--- config.mk ---
export PLATFORM = sky130hd
export DESIGN_NAME = nmea_sentence_stream_framer_unit
export DESIGN_NICKNAME = d
export VERILOG_FILES = /design/src/sv/nsf_pkg.sv /design/src/sv/nsf_parse_core.sv /design/src/sv/nsf_out_fifo.sv /design/src/sv/nmea_sentence_stream_framer_unit.sv
export SDC_FILE = /design/constraint.sdc
export NUM_CORES = 1
export LEC_CHECK = 0
export ABC_AREA = 1
export BUFFER_PORTS_ARGS = -buffer_cell sky130_fd_sc_hd__buf_2
export CAP_MARGIN = 20
export CORE_MARGIN = 5
export CORE_UTILIZATION = 40
export DETAILED_ROUTE_END_ITERATION = 12
export HOLD_SLACK_MARGIN = 0.03
export PLACE_DENSITY_LB_ADDON = 0.12
export SLEW_MARGIN = 25
export SYNTH_ARGS = -nofsm -noshare
export SYNTH_HDL_FRONTEND = slang
export SYNTH_SLANG_ARGS = --single-unit
--- constraint.sdc ---
create_clock -name clk -period 2.55 [get_ports clk]
set_input_delay 0.255 -clock clk [delete_from_list [all_inputs] [get_ports clk]]
set_output_delay 0.255 -clock clk [all_outputs]
set_load 0.005 [all_outputs]
--- src/sv/nsf_pkg.sv ---
package nsf_pkg;

  localparam logic [7:0] CHAR_DOLLAR = 8'h24;
  localparam logic [7:0] CHAR_COMMA  = 8'h2C;
  localparam logic [7:0] CHAR_STAR   = 8'h2A;
  localparam logic [7:0] CHAR_CR     = 8'h0D;
  localparam logic [7:0] CHAR_LF     = 8'h0A;

  localparam logic [7:0] LENGTH_LIMIT_RESET = 8'd82;
  localparam logic [7:0] COUNT_MAX          = 8'd255;
  localparam logic [2:0] TYPE_LEN           = 3'd5;

  localparam logic [1:0] TYPE_OTHER = 2'd0;
  localparam logic [1:0] TYPE_GGA   = 2'd1;
  localparam logic [1:0] TYPE_GSA   = 2'd2;

  typedef struct packed {
    logic       char_valid;
    logic [7:0] char_out;
    logic [7:0] field_index;
    logic       field_end;
    logic       sentence_end;
    logic       sentence_ok;
    logic [1:0] sentence_type;
    logic       aborted;
  } nsf_result_t;

  // Expected characters of "GPGGA" and "GPGSA" at each position of field 0.
  function automatic logic [7:0] gga_char(input logic [2:0] pos);
    logic [7:0] c;
    case (pos)
      3'd0:    c = 8'h47;
      3'd1:    c = 8'h50;
      3'd2:    c = 8'h47;
      3'd3:    c = 8'h47;
      3'd4:    c = 8'h41;
      default: c = 8'h00;
    endcase
    return c;
  endfunction

  function automatic logic [7:0] gsa_char(input logic [2:0] pos);
    logic [7:0] c;
    case (pos)
      3'd0:    c = 8'h47;
      3'd1:    c = 8'h50;
      3'd2:    c = 8'h47;
      3'd3:    c = 8'h53;
      3'd4:    c = 8'h41;
      default: c = 8'h00;
    endcase
    return c;
  endfunction

  // Returns {is_hex, nibble}; either letter case is taken.
  function automatic logic [4:0] hex_value(input logic [7:0] c);
    logic [4:0] r;
    r = 5'd0;
    if (c >= 8'h30 && c <= 8'h39) begin
      r = {1'b1, c[3:0]};
    end else if ((c >= 8'h41 && c <= 8'h46) || (c >= 8'h61 && c <= 8'h66)) begin
      r = {1'b1, c[3:0] + 4'd9};
    end
    return r;
  endfunction

endpackage

--- src/sv/nsf_parse_core.sv ---
module nsf_parse_core
  import nsf_pkg::*;
(
  input  logic        clk,
  input  logic        rst,
  input  logic        cfg_we,
  input  logic [7:0]  cfg_data,
  input  logic        step,
  input  logic [7:0]  rx_byte,
  output nsf_result_t result
);

  typedef enum logic [1:0] {
    MODE_WAIT   = 2'd0,
    MODE_FIELDS = 2'd1,
    MODE_CHECK  = 2'd2
  } mode_t;

  mode_t      mode, mode_next;
  logic [7:0] length_limit;
  logic [7:0] byte_count, byte_count_next;
  logic [7:0] field_number, field_number_next;
  logic [7:0] running_xor, running_xor_next;
  logic [7:0] received_sum, received_sum_next;
  logic       hex_stopped, hex_stopped_next;
  logic [2:0] type_position, type_position_next;
  logic [1:0] type_match, type_match_next;

  logic [7:0] count_inc;
  logic [7:0] field_inc;
  logic [4:0] hex;

  assign count_inc = (byte_count == COUNT_MAX) ? byte_count : byte_count + 8'd1;
  assign field_inc = (field_number == COUNT_MAX) ? field_number : field_number + 8'd1;
  assign hex       = hex_value(rx_byte);

  always_comb begin
    result             = '0;
    mode_next          = mode;
    byte_count_next    = byte_count;
    field_number_next  = field_number;
    running_xor_next   = running_xor;
    received_sum_next  = received_sum;
    hex_stopped_next   = hex_stopped;
    type_position_next = type_position;
    type_match_next    = type_match;

    unique case (mode)
      MODE_FIELDS, MODE_CHECK: begin
        result.field_index = field_number;
        byte_count_next    = count_inc;
        if (count_inc >= length_limit) begin
          result.aborted = 1'b1;
          mode_next      = MODE_WAIT;
        end else if (mode == MODE_FIELDS) begin
          if (rx_byte == CHAR_COMMA || rx_byte == CHAR_STAR) begin
            result.field_end  = 1'b1;
            field_number_next = field_inc;
            if (rx_byte == CHAR_STAR) begin
              mode_next = MODE_CHECK;
            end else begin
              running_xor_next = running_xor ^ rx_byte;
            end
          end else begin
            result.char_valid = 1'b1;
            result.char_out   = rx_byte;
            running_xor_next  = running_xor ^ rx_byte;
            if (field_number == 8'd0) begin
              if (type_position < TYPE_LEN) begin
                type_match_next[0] = type_match[0] && (rx_byte == gga_char(type_position));
                type_match_next[1] = type_match[1] && (rx_byte == gsa_char(type_position));
                type_position_next = type_position + 3'd1;
              end else begin
                // A sixth character in field 0 rules out both types.
                type_match_next = 2'b00;
              end
            end
          end
        end else begin
          if (rx_byte == CHAR_CR || rx_byte == CHAR_LF) begin
            result.sentence_end = 1'b1;
            result.sentence_ok  = (received_sum == running_xor) && (field_number >= 8'd2);
            if (type_position == TYPE_LEN) begin
              if (type_match[0]) begin
                result.sentence_type = TYPE_GGA;
              end else if (type_match[1]) begin
                result.sentence_type = TYPE_GSA;
              end else begin
                result.sentence_type = TYPE_OTHER;
              end
            end
            mode_next = MODE_WAIT;
          end else if (!hex_stopped) begin
            if (hex[4]) begin
              received_sum_next = {received_sum[3:0], hex[3:0]};
            end else begin
              hex_stopped_next = 1'b1;
            end
          end
        end
      end
      default: begin
        mode_next = MODE_WAIT;
        if (rx_byte == CHAR_DOLLAR) begin
          mode_next          = MODE_FIELDS;
          byte_count_next    = 8'd0;
          field_number_next  = 8'd0;
          running_xor_next   = 8'd0;
          received_sum_next  = 8'd0;
          hex_stopped_next   = 1'b0;
          type_position_next = 3'd0;
          type_match_next    = 2'b11;
        end
      end
    endcase
  end

  always_ff @(posedge clk) begin
    if (rst) begin
      mode          <= MODE_WAIT;
      length_limit  <= LENGTH_LIMIT_RESET;
      byte_count    <= 8'd0;
      field_number  <= 8'd0;
      running_xor   <= 8'd0;
      received_sum  <= 8'd0;
      hex_stopped   <= 1'b0;
      type_position <= 3'd0;
      type_match    <= 2'b11;
    end else begin
      if (cfg_we) begin
        length_limit <= cfg_data;
      end
      if (step) begin
        mode          <= mode_next;
        byte_count    <= byte_count_next;
        field_number  <= field_number_next;
        running_xor   <= running_xor_next;
        received_sum  <= received_sum_next;
        hex_stopped   <= hex_stopped_next;
        type_position <= type_position_next;
        type_match    <= type_match_next;
      end
    end
  end

endmodule

--- src/sv/nsf_out_fifo.sv ---
module nsf_out_fifo
  import nsf_pkg::*;
(
  input  logic        clk,
  input  logic        rst,
  input  logic        push,
  input  nsf_result_t push_data,
  output logic        has_space,
  output logic        pop_valid,
  input  logic        pop_ready,
  output nsf_result_t pop_data
);

  nsf_result_t entry [2];
  logic        wr_ptr;
  logic        rd_ptr;
  logic [1:0]  count;
  logic        pop;

  assign pop       = pop_valid && pop_ready;
  assign pop_valid = (count != 2'd0);
  assign has_space = (count != 2'd2);
  assign pop_data  = entry[rd_ptr];

  always_ff @(posedge clk) begin
    if (push) begin
      entry[wr_ptr] <= push_data;
    end
  end

  always_ff @(posedge clk) begin
    if (rst) begin
      wr_ptr <= 1'b0;
      rd_ptr <= 1'b0;
      count  <= 2'd0;
    end else begin
      if (push) begin
        wr_ptr <= ~wr_ptr;
      end
      if (pop) begin
        rd_ptr <= ~rd_ptr;
      end
      if (push && !pop) begin
        count <= count + 2'd1;
      end else if (pop && !push) begin
        count <= count - 2'd1;
      end
    end
  end

endmodule

--- src/sv/nmea_sentence_stream_framer_unit.sv ---
// A byte accepted on s_axis is held in an input register, then stepped through the parser
// into the result queue once the queue has space; m_axis presents beats from that queue.
// Throughput: one byte per cycle while the result queue has space; the parser keeps all
// its sentence state in registers and finishes every byte in one pass.
// A two-entry result queue keeps the input side moving while a beat waits downstream.
// Reset (rst, synchronous, active high) returns to waiting for '$' and length_limit to 82.
module nmea_sentence_stream_framer_unit
  import nsf_pkg::*;
(
  input  logic        clk,
  input  logic        rst,
  input  logic        s_axis_tvalid,
  output logic        s_axis_tready,
  input  logic [7:0]  s_axis_tdata,  // [7:0] rx_byte
  output logic        m_axis_tvalid,
  input  logic        m_axis_tready,
  // [7:0] char_out, [15:8] field_index, [16] sentence_ok, [18:17] sentence_type,
  // [19] aborted, [23:20] zero
  output logic [23:0] m_axis_tdata,
  output logic [1:0]  m_axis_tuser,  // [0] char_valid, [1] field_end
  output logic        m_axis_tlast,  // sentence_end
  input  logic        cfg_valid,
  output logic        cfg_ready,
  input  logic [7:0]  cfg_data
);

  logic        in_valid;
  logic [7:0]  in_byte;
  logic        advance;
  logic        fifo_space;
  nsf_result_t step_result;
  nsf_result_t out_result;

  assign advance       = in_valid && fifo_space;
  assign s_axis_tready = !in_valid || advance;
  assign cfg_ready     = 1'b1;

  always_ff @(posedge clk) begin
    if (rst) begin
      in_valid <= 1'b0;
    end else if (s_axis_tready) begin
      in_valid <= s_axis_tvalid;
    end
  end

  always_ff @(posedge clk) begin
    if (s_axis_tvalid && s_axis_tready) begin
      in_byte <= s_axis_tdata;
    end
  end

  nsf_parse_core u_core (
    .clk      (clk),
    .rst      (rst),
    .cfg_we   (cfg_valid && cfg_ready),
    .cfg_data (cfg_data),
    .step     (advance),
    .rx_byte  (in_byte),
    .result   (step_result)
  );

  nsf_out_fifo u_fifo (
    .clk       (clk),
    .rst       (rst),
    .push      (advance),
    .push_data (step_result),
    .has_space (fifo_space),
    .pop_valid (m_axis_tvalid),
    .pop_ready (m_axis_tready),
    .pop_data  (out_result)
  );

  assign m_axis_tdata = {4'd0, out_result.aborted, out_result.sentence_type,
                         out_result.sentence_ok, out_result.field_index,
                         out_result.char_out};
  assign m_axis_tuser = {out_result.field_end, out_result.char_valid};
  assign m_axis_tlast = out_result.sentence_end;

endmodule

==> results of run 1 <==
-- layout make-up --
type,instances,area (um2)
timing repair buffer,81,519
sequential,108,2710
clock inverter,6,40.0
inverter,69,263
tap,180,225
fill,1369,7010
multi-input combinational,476,2940
clock buffer,10,229
-- power groups by stage --
| stage | registers, uW | clock network, uW | logic [uW] |
|---|---|---|---|
| 2_1_floorplan | 2080 | 0 | 925 |
| 3_3_place_gp | 2090 | 0 | 1270 |
| 3_5_place_dp | 2100 | 0 | 1290 |
| 4_1_cts | 2060 | 1330 | 1340 |
| 5_1_grt | 2070 | 1400 | 1610 |
| 6_report | 2060 | 1290 | 1440 |
-- state kept, by name (all words and copies together) (netlist names), 2 cells and up, named ones only --
| signal | count |
|---|---|
| u_fifo.entry | 46 |
| u_core.length_limit | 8 |
| in_byte | 8 |
| u_core.received_sum | 8 |
| u_core.type_match | 2 |
| u_fifo.count | 2 |
| u_core.mode | 2 |
| u_core.field_number | 8 |
| u_core.type_position | 3 |
| u_core.byte_count | 8 |
| u_core.running_xor | 8 |
-- cell usage after synthesis (12+ instances only) --
cell type	number	area share [%]
inv_1	60	3.9
edfxtp_1	54	28
a21oi_1	50	4.4
mux2_2	23	4.5
nand4_1	18	2.0
o21ai_0	21	1.8
or2_2	13	1.4
nor2_1	72	4.7
xor2_1	12	1.8
dfxtp_1	54	19
ha_1	25	5.5
nand2_1	143	9.4
nand3_1	53	4.7
-- through the flow --
| stage | setup slack (ps) | util, % | instances | total power, uW |
|---|---|---|---|---|
| detailed placement | -197 | 45.1 | 906 | 3390 |
| CTS | 0.623 | 48.0 | 927 | 4730 |
| global placement | -148 | 45.1 | 906 | 3360 |
| floorplan | 10.0 | - | 672 | 3010 |
| finish | -96.4 | 49.7 | 930 | 4790 |
| global route | -299 | 49.7 | 930 | 5080 |
-- logic make-up after synthesis --
family          share of synthesized area, %
mux                                     4.72
fa+ha+maj                               5.48
buf+inv                                 6.58
simple gates                            25.7
compound gates                          7.83
other cells                            0.132
flops                                   47.4
xor+xnor                                2.15
-- repair_timing --
action,in CTS,in global routing
pin swaps,11,31
endpoints found under the hold margin,0,0
setup buffers,5,1
hold buffers,0,0
cloned,0,2
gates resized for setup,26,47
endpoints found under the setup margin,56,62
-- layer usage --
layer	track usage, %	vias to the layer above
li1	-	2367
met1	22.3	2156
met2	25.9	87
met3	2.39	15
met4	5.68	0
met5	0	-
-- worst max-delay path, delay by kind of cell (launching register included) --
family / cells / cell delay (ps)
AO/OA/AOI/OAI: 2 / 270
adder cells (fa/ha/maj): 1 / 300
AND/OR/NAND/NOR: 10 / 1260
buffers and inverters: 3 / 370
flip-flops: 1 / 350
-- cells in the final DEF, fill, tap and decap left out, drive strengths merged, types with 23 or more instances in the layout --
cell,n
dfxtp,54
a21oi,52
inv,68
nand3,55
nand2,152
edfxtp,54
o21ai,23
mux2,23
ha,25
nor2,79
buf,81
-- worst min path at each step --
stage	from	endpoint	slack (ps)
after floorplan	s_axis_tdata[0]	in_byte[0]	350
after global placement	s_axis_tdata[6]	in_byte[6]	430
after detailed placement	s_axis_tdata[4]	in_byte[4]	430
after CTS	s_axis_tdata[4]	in_byte[4]	70
after global routing	s_axis_tdata[1]	in_byte[1]	70
final	s_axis_tdata[4]	in_byte[4]	80
==> impl_metrics.tcl, run 1 <==
set metrics [dict create \
    status "complete, but fails checks" \
    violations "setup timing" \
    setup_viol 48 \
    async_flop_share_pct 0 \
    overflow 0 \
    dr_wl_met2_um 6020 \
    p_sw_uw 1600 \
    syn_to_final_growth_pct 21.4 \
    fmax_ghz 0.378 \
    vias_per_cell 4.97 \
    pwr-share-clk_pct 27.0 \
    cts_buffers 9 \
    synth_area_per_cell_um2 8.53 \
    io-pin-count 51 \
    wl_met3_um 643 \
    antenna_left 0 \
    critPathMaxFanout 5 \
    end_kind "flop" \
    holdWs_ps 82.1 \
    ir_drop_v 0.000416 \
    endpoint "u_core.field_number[2]" \
    skew_ps 7.12 \
    criticalPathCategory "reg2reg" \
    hold_violations 0 \
    syn_inst 669 \
    drc 0 \
    first_iter_violations 243 \
    rr_worst_depth 16 \
    wl_met1_um 6400 \
    slowest_delay_ps 350 \
    min_path_cells 1 \
    drt_first_pass_iters 5 \
    place_hpwl_um 9460 \
    vias 4625 \
    synth.distinct_cells 44 \
    p_comb_share_pct 30.1 \
    fin_ws_ps -96.4 \
    p_int_uw 3190 \
    dieArea_um2 16700 \
    slew_headroom_pct 39.6 \
    tightest_slew_ps 905 \
    grt_pass1_vias 4328 \
    synth_warnings 0 \
    wl_per_cell_um 14.3 \
    rsz0062_at_grt "yes" \
    placement.cell_area_um2 6280 \
    drv_cap 0 \
    rr_startpoint "u_core.byte_count[0]" \
    worstPathRequired_ps 2800 \
    core-area_um2 13900 \
    portBuffers 45 \
    final_nets 791 \
    cts_tree "yes" \
    slowest_stage "dfxtp_2" \
    power_density_nw_per_um2 692 \
    grt_pass1_wl_um 21400 \
    synth-seq-area-share_pct 47.4 \
    grt_max_degree 28 \
    highest_layer "met4" \
    tns_ps -2330 \
    worstReg2RegEnd "u_core.field_number[2]" \
    pwr-share-seq_pct 42.9 \
    die_height_um 129 \
    synth_ff_type "edfxtp_1" \
    start_kind "flop" \
    gp_congestion 0.842 \
    clk_pin_slew_worst_paths_ps 70 \
    cp-startpoint "u_core.byte_count[0]" \
    fin_crit_sh_pct 104 \
    grt_antenna_before_repair 0 \
    root_buffer "clkbuf_16" \
    grt_util_all_layers_pct 16.1 \
    reg2reg_slack_ps -100 \
    initial_core_util_pct 40.9 \
    clock_sinks 108 \
    fp.dieW_um 129 \
    final_cell_area_um2 6920 \
    p_leak_uw 0.00289 \
    path_cells "buf_4, buf_4, nand3_1, nor2_2, nand3_1, nor2_1, a21oi_2, ha_1, a21o_1, nor2_4, nand3_4, nand2_8, buf_2, nand4_1, nand2_1, nor2_1" \
    switching_share_pct 33.5 \
    yosys_register_bits 108 \
    clk_latency_ps 350 \
    synth_edf_count 54 \
    cp.arrival_ps 2890 \
    finalWirelength_um 13300 \
    cts_buffer_depth 2 \
    diodes 0 \
    final_max_slew_viol_count 0 \
    holdCritPathClass "in2reg" \
    rows 43 \
    synth_area_um2 5700 \
    htree_levels 3 \
    finalCriticalPeriod_ps 2650 \
    drive_above_1_share_pct 28.7 \
]
Note: power is estimated with default switching activity, not from simulation.
==> run 2, diff against run 1 <==
- CELL_PAD_IN_SITES_DETAIL_PLACEMENT: unset -> 0
- CELL_PAD_IN_SITES_GLOBAL_PLACEMENT: unset -> 2
- CORE_UTILIZATION: 40 -> 33
==> impl_metrics.tcl, run 2 (synthesis gave the netlist of run 1 again) <==
set metrics [dict create \
    htree_levels 3 \
    end_kind "flop" \
    grt_util_all_layers_pct 14.6 \
    initial_core_util_pct 33.3 \
    wl_per_cell_um 14.6 \
    final_max_slew_viol_count 0 \
    first_iter_violations 200 \
    fp.dieW_um 141 \
    drv_cap 0 \
    worstPathRequired_ps 2750 \
    cpMostUsedCell "buf_4" \
    tightest_slew_ps 691 \
    power_density_nw_per_um2 708 \
    rsz0062_at_grt "yes" \
    start_kind "flop" \
    clock_sinks 108 \
    fmax_ghz 0.385 \
    critPathMaxFanout 8 \
    antenna_left 0 \
    gp_congestion 0.766 \
    vias 4570 \
    hold_violations 0 \
    overflow 0 \
    core-area_um2 17100 \
    setup_viol 29 \
    vias_per_cell 4.64 \
    ir_drop_v 0.000450 \
    place_hpwl_um 10600 \
    cp.arrival_ps 2790 \
    clk_latency_ps 350 \
    tns_ps -630 \
    grt_max_degree 27 \
    top_register "u_fifo.entry" \
    holdCritPathClass "in2reg" \
    io-pin-count 51 \
    status "complete, but fails checks" \
    drc 0 \
    die_height_um 141 \
    grt_pass1_vias 4428 \
    clk_pin_slew_worst_paths_ps 70 \
    cts_tree "yes" \
    finalCriticalPeriod_ps 2590 \
    cts_hold_repair.buffers 0 \
    fin_ws_ps -44.2 \
    slew_headroom_pct 53.9 \
    grt_pass1_wl_um 23200 \
    cts_buffer_depth 2 \
    violations "setup timing" \
    dieArea_um2 20000 \
    place_ws_ps -265 \
    diodes 0 \
    fin_crit_sh_pct 102 \
    grt_antenna_before_repair 0 \
    final_common_cell "nand2_1" \
    drt_first_pass_iters 6 \
    criticalPathCategory "reg2reg" \
    slowest_delay_ps 360 \
    slowest_stage "dfxtp_2" \
    layout_common_cells "124 x nand2_1, 57 x nor2_1, 54 x edfxtp_1" \
    path_cells "ha_4, nand2_2, inv_2, nand4_1, nor2_2, inv_2, buf_4, buf_4, nand2_2, ha_1, nand2_1, nor2_1, buf_4, nand2_4, nand3_4, buf_6, nor2_4, inv_6, nor2_4" \
    root_buffer "clkbuf_16" \
    skew_ps 10.3 \
    holdWs_ps 78.7 \
    drive_above_1_share_pct 31.2 \
    p_leak_uw 0.00298 \
    finalWirelength_um 14300 \
    portBuffers 45 \
    rows 48 \
    final_nets 800 \
    cts_buffers 9 \
    syn_to_final_growth_pct 26.2 \
    largest_reg_flops 46 \
]
==> run 2: cell types whose count changed in the layout (fill, tap and decap cells not counted), sizes merged <==
cell / change
bufinv: +2
inv: -1
clkinv: -1
buf: +10
nand2: -1
==> run 2: layer usage <==
layer	vias to the layer above	global-route usage (%)	part of all wire (%)
met5	-	0	0
met4	0	4.29	1.5
met3	15	2.09	3.5
met2	72	23.7	47
met1	2099	20.4	48
li1	2384	-	-
==> run 2: final timing paths <==
path | cells past startpoint | slack, ps | from | end
worst max-delay path | 19 | -40 | u_core.byte_count[0] | u_fifo.entry[1][16]
worst min-delay path | 1 | 80 | s_axis_tdata[1] | in_byte[1]
worst max register to register | 19 | -40 | u_core.byte_count[0] | u_fifo.entry[1][16]
worst min register to register | 2 | 460 | u_core.field_number[5] | u_core.field_number[5]
==> run 2: critical path: cells and delay by family, from the launching register on <==
family	cells	cell delay (ps)
and+or+nand+nor	10	890
adders and majority gates	2	360
DFF	1	360
buffers and inverters	7	800
==> run 2: power by group <==
group | leakage (uW) | switching (uW) | internal [uW]
clock network | 0.000152 | 630 | 886
logic | 0.00188 | 921 | 602
registers | 0.000948 | 74.5 | 1980
==> run 2: stage by stage <==
stage | instances | total power, uW | area [um2] | utilization [%]
final | 984 | 5090 | 7200 | 42.0
after global routing | 984 | 5410 | 7200 | 42.0
after CTS | 982 | 5090 | 6970 | 40.7
after detailed placement | 961 | 3490 | 6440 | 37.6
after global placement | 961 | 3490 | 6440 | 37.6
after floorplan | 672 | 3010 | 5740 | -
==> run 2: what timing repair did <==
action / in CTS / in global routing
pin swaps: 16 / 21
setup buffers: 5 / 3
setup endpoints to repair: 56 / 62
resized for setup: 43 / 51
==> run 2: area by class of cell <==
class	instances	area, um2
Timing Repair Buffer	91	622
Multi-Input combinational cell	475	2990
Tap cell	225	282
Clock buffer	10	239
Fill cell	1729	9920
Inverter	69	268
Clock inverter	6	87.6
Sequential cell	108	2710
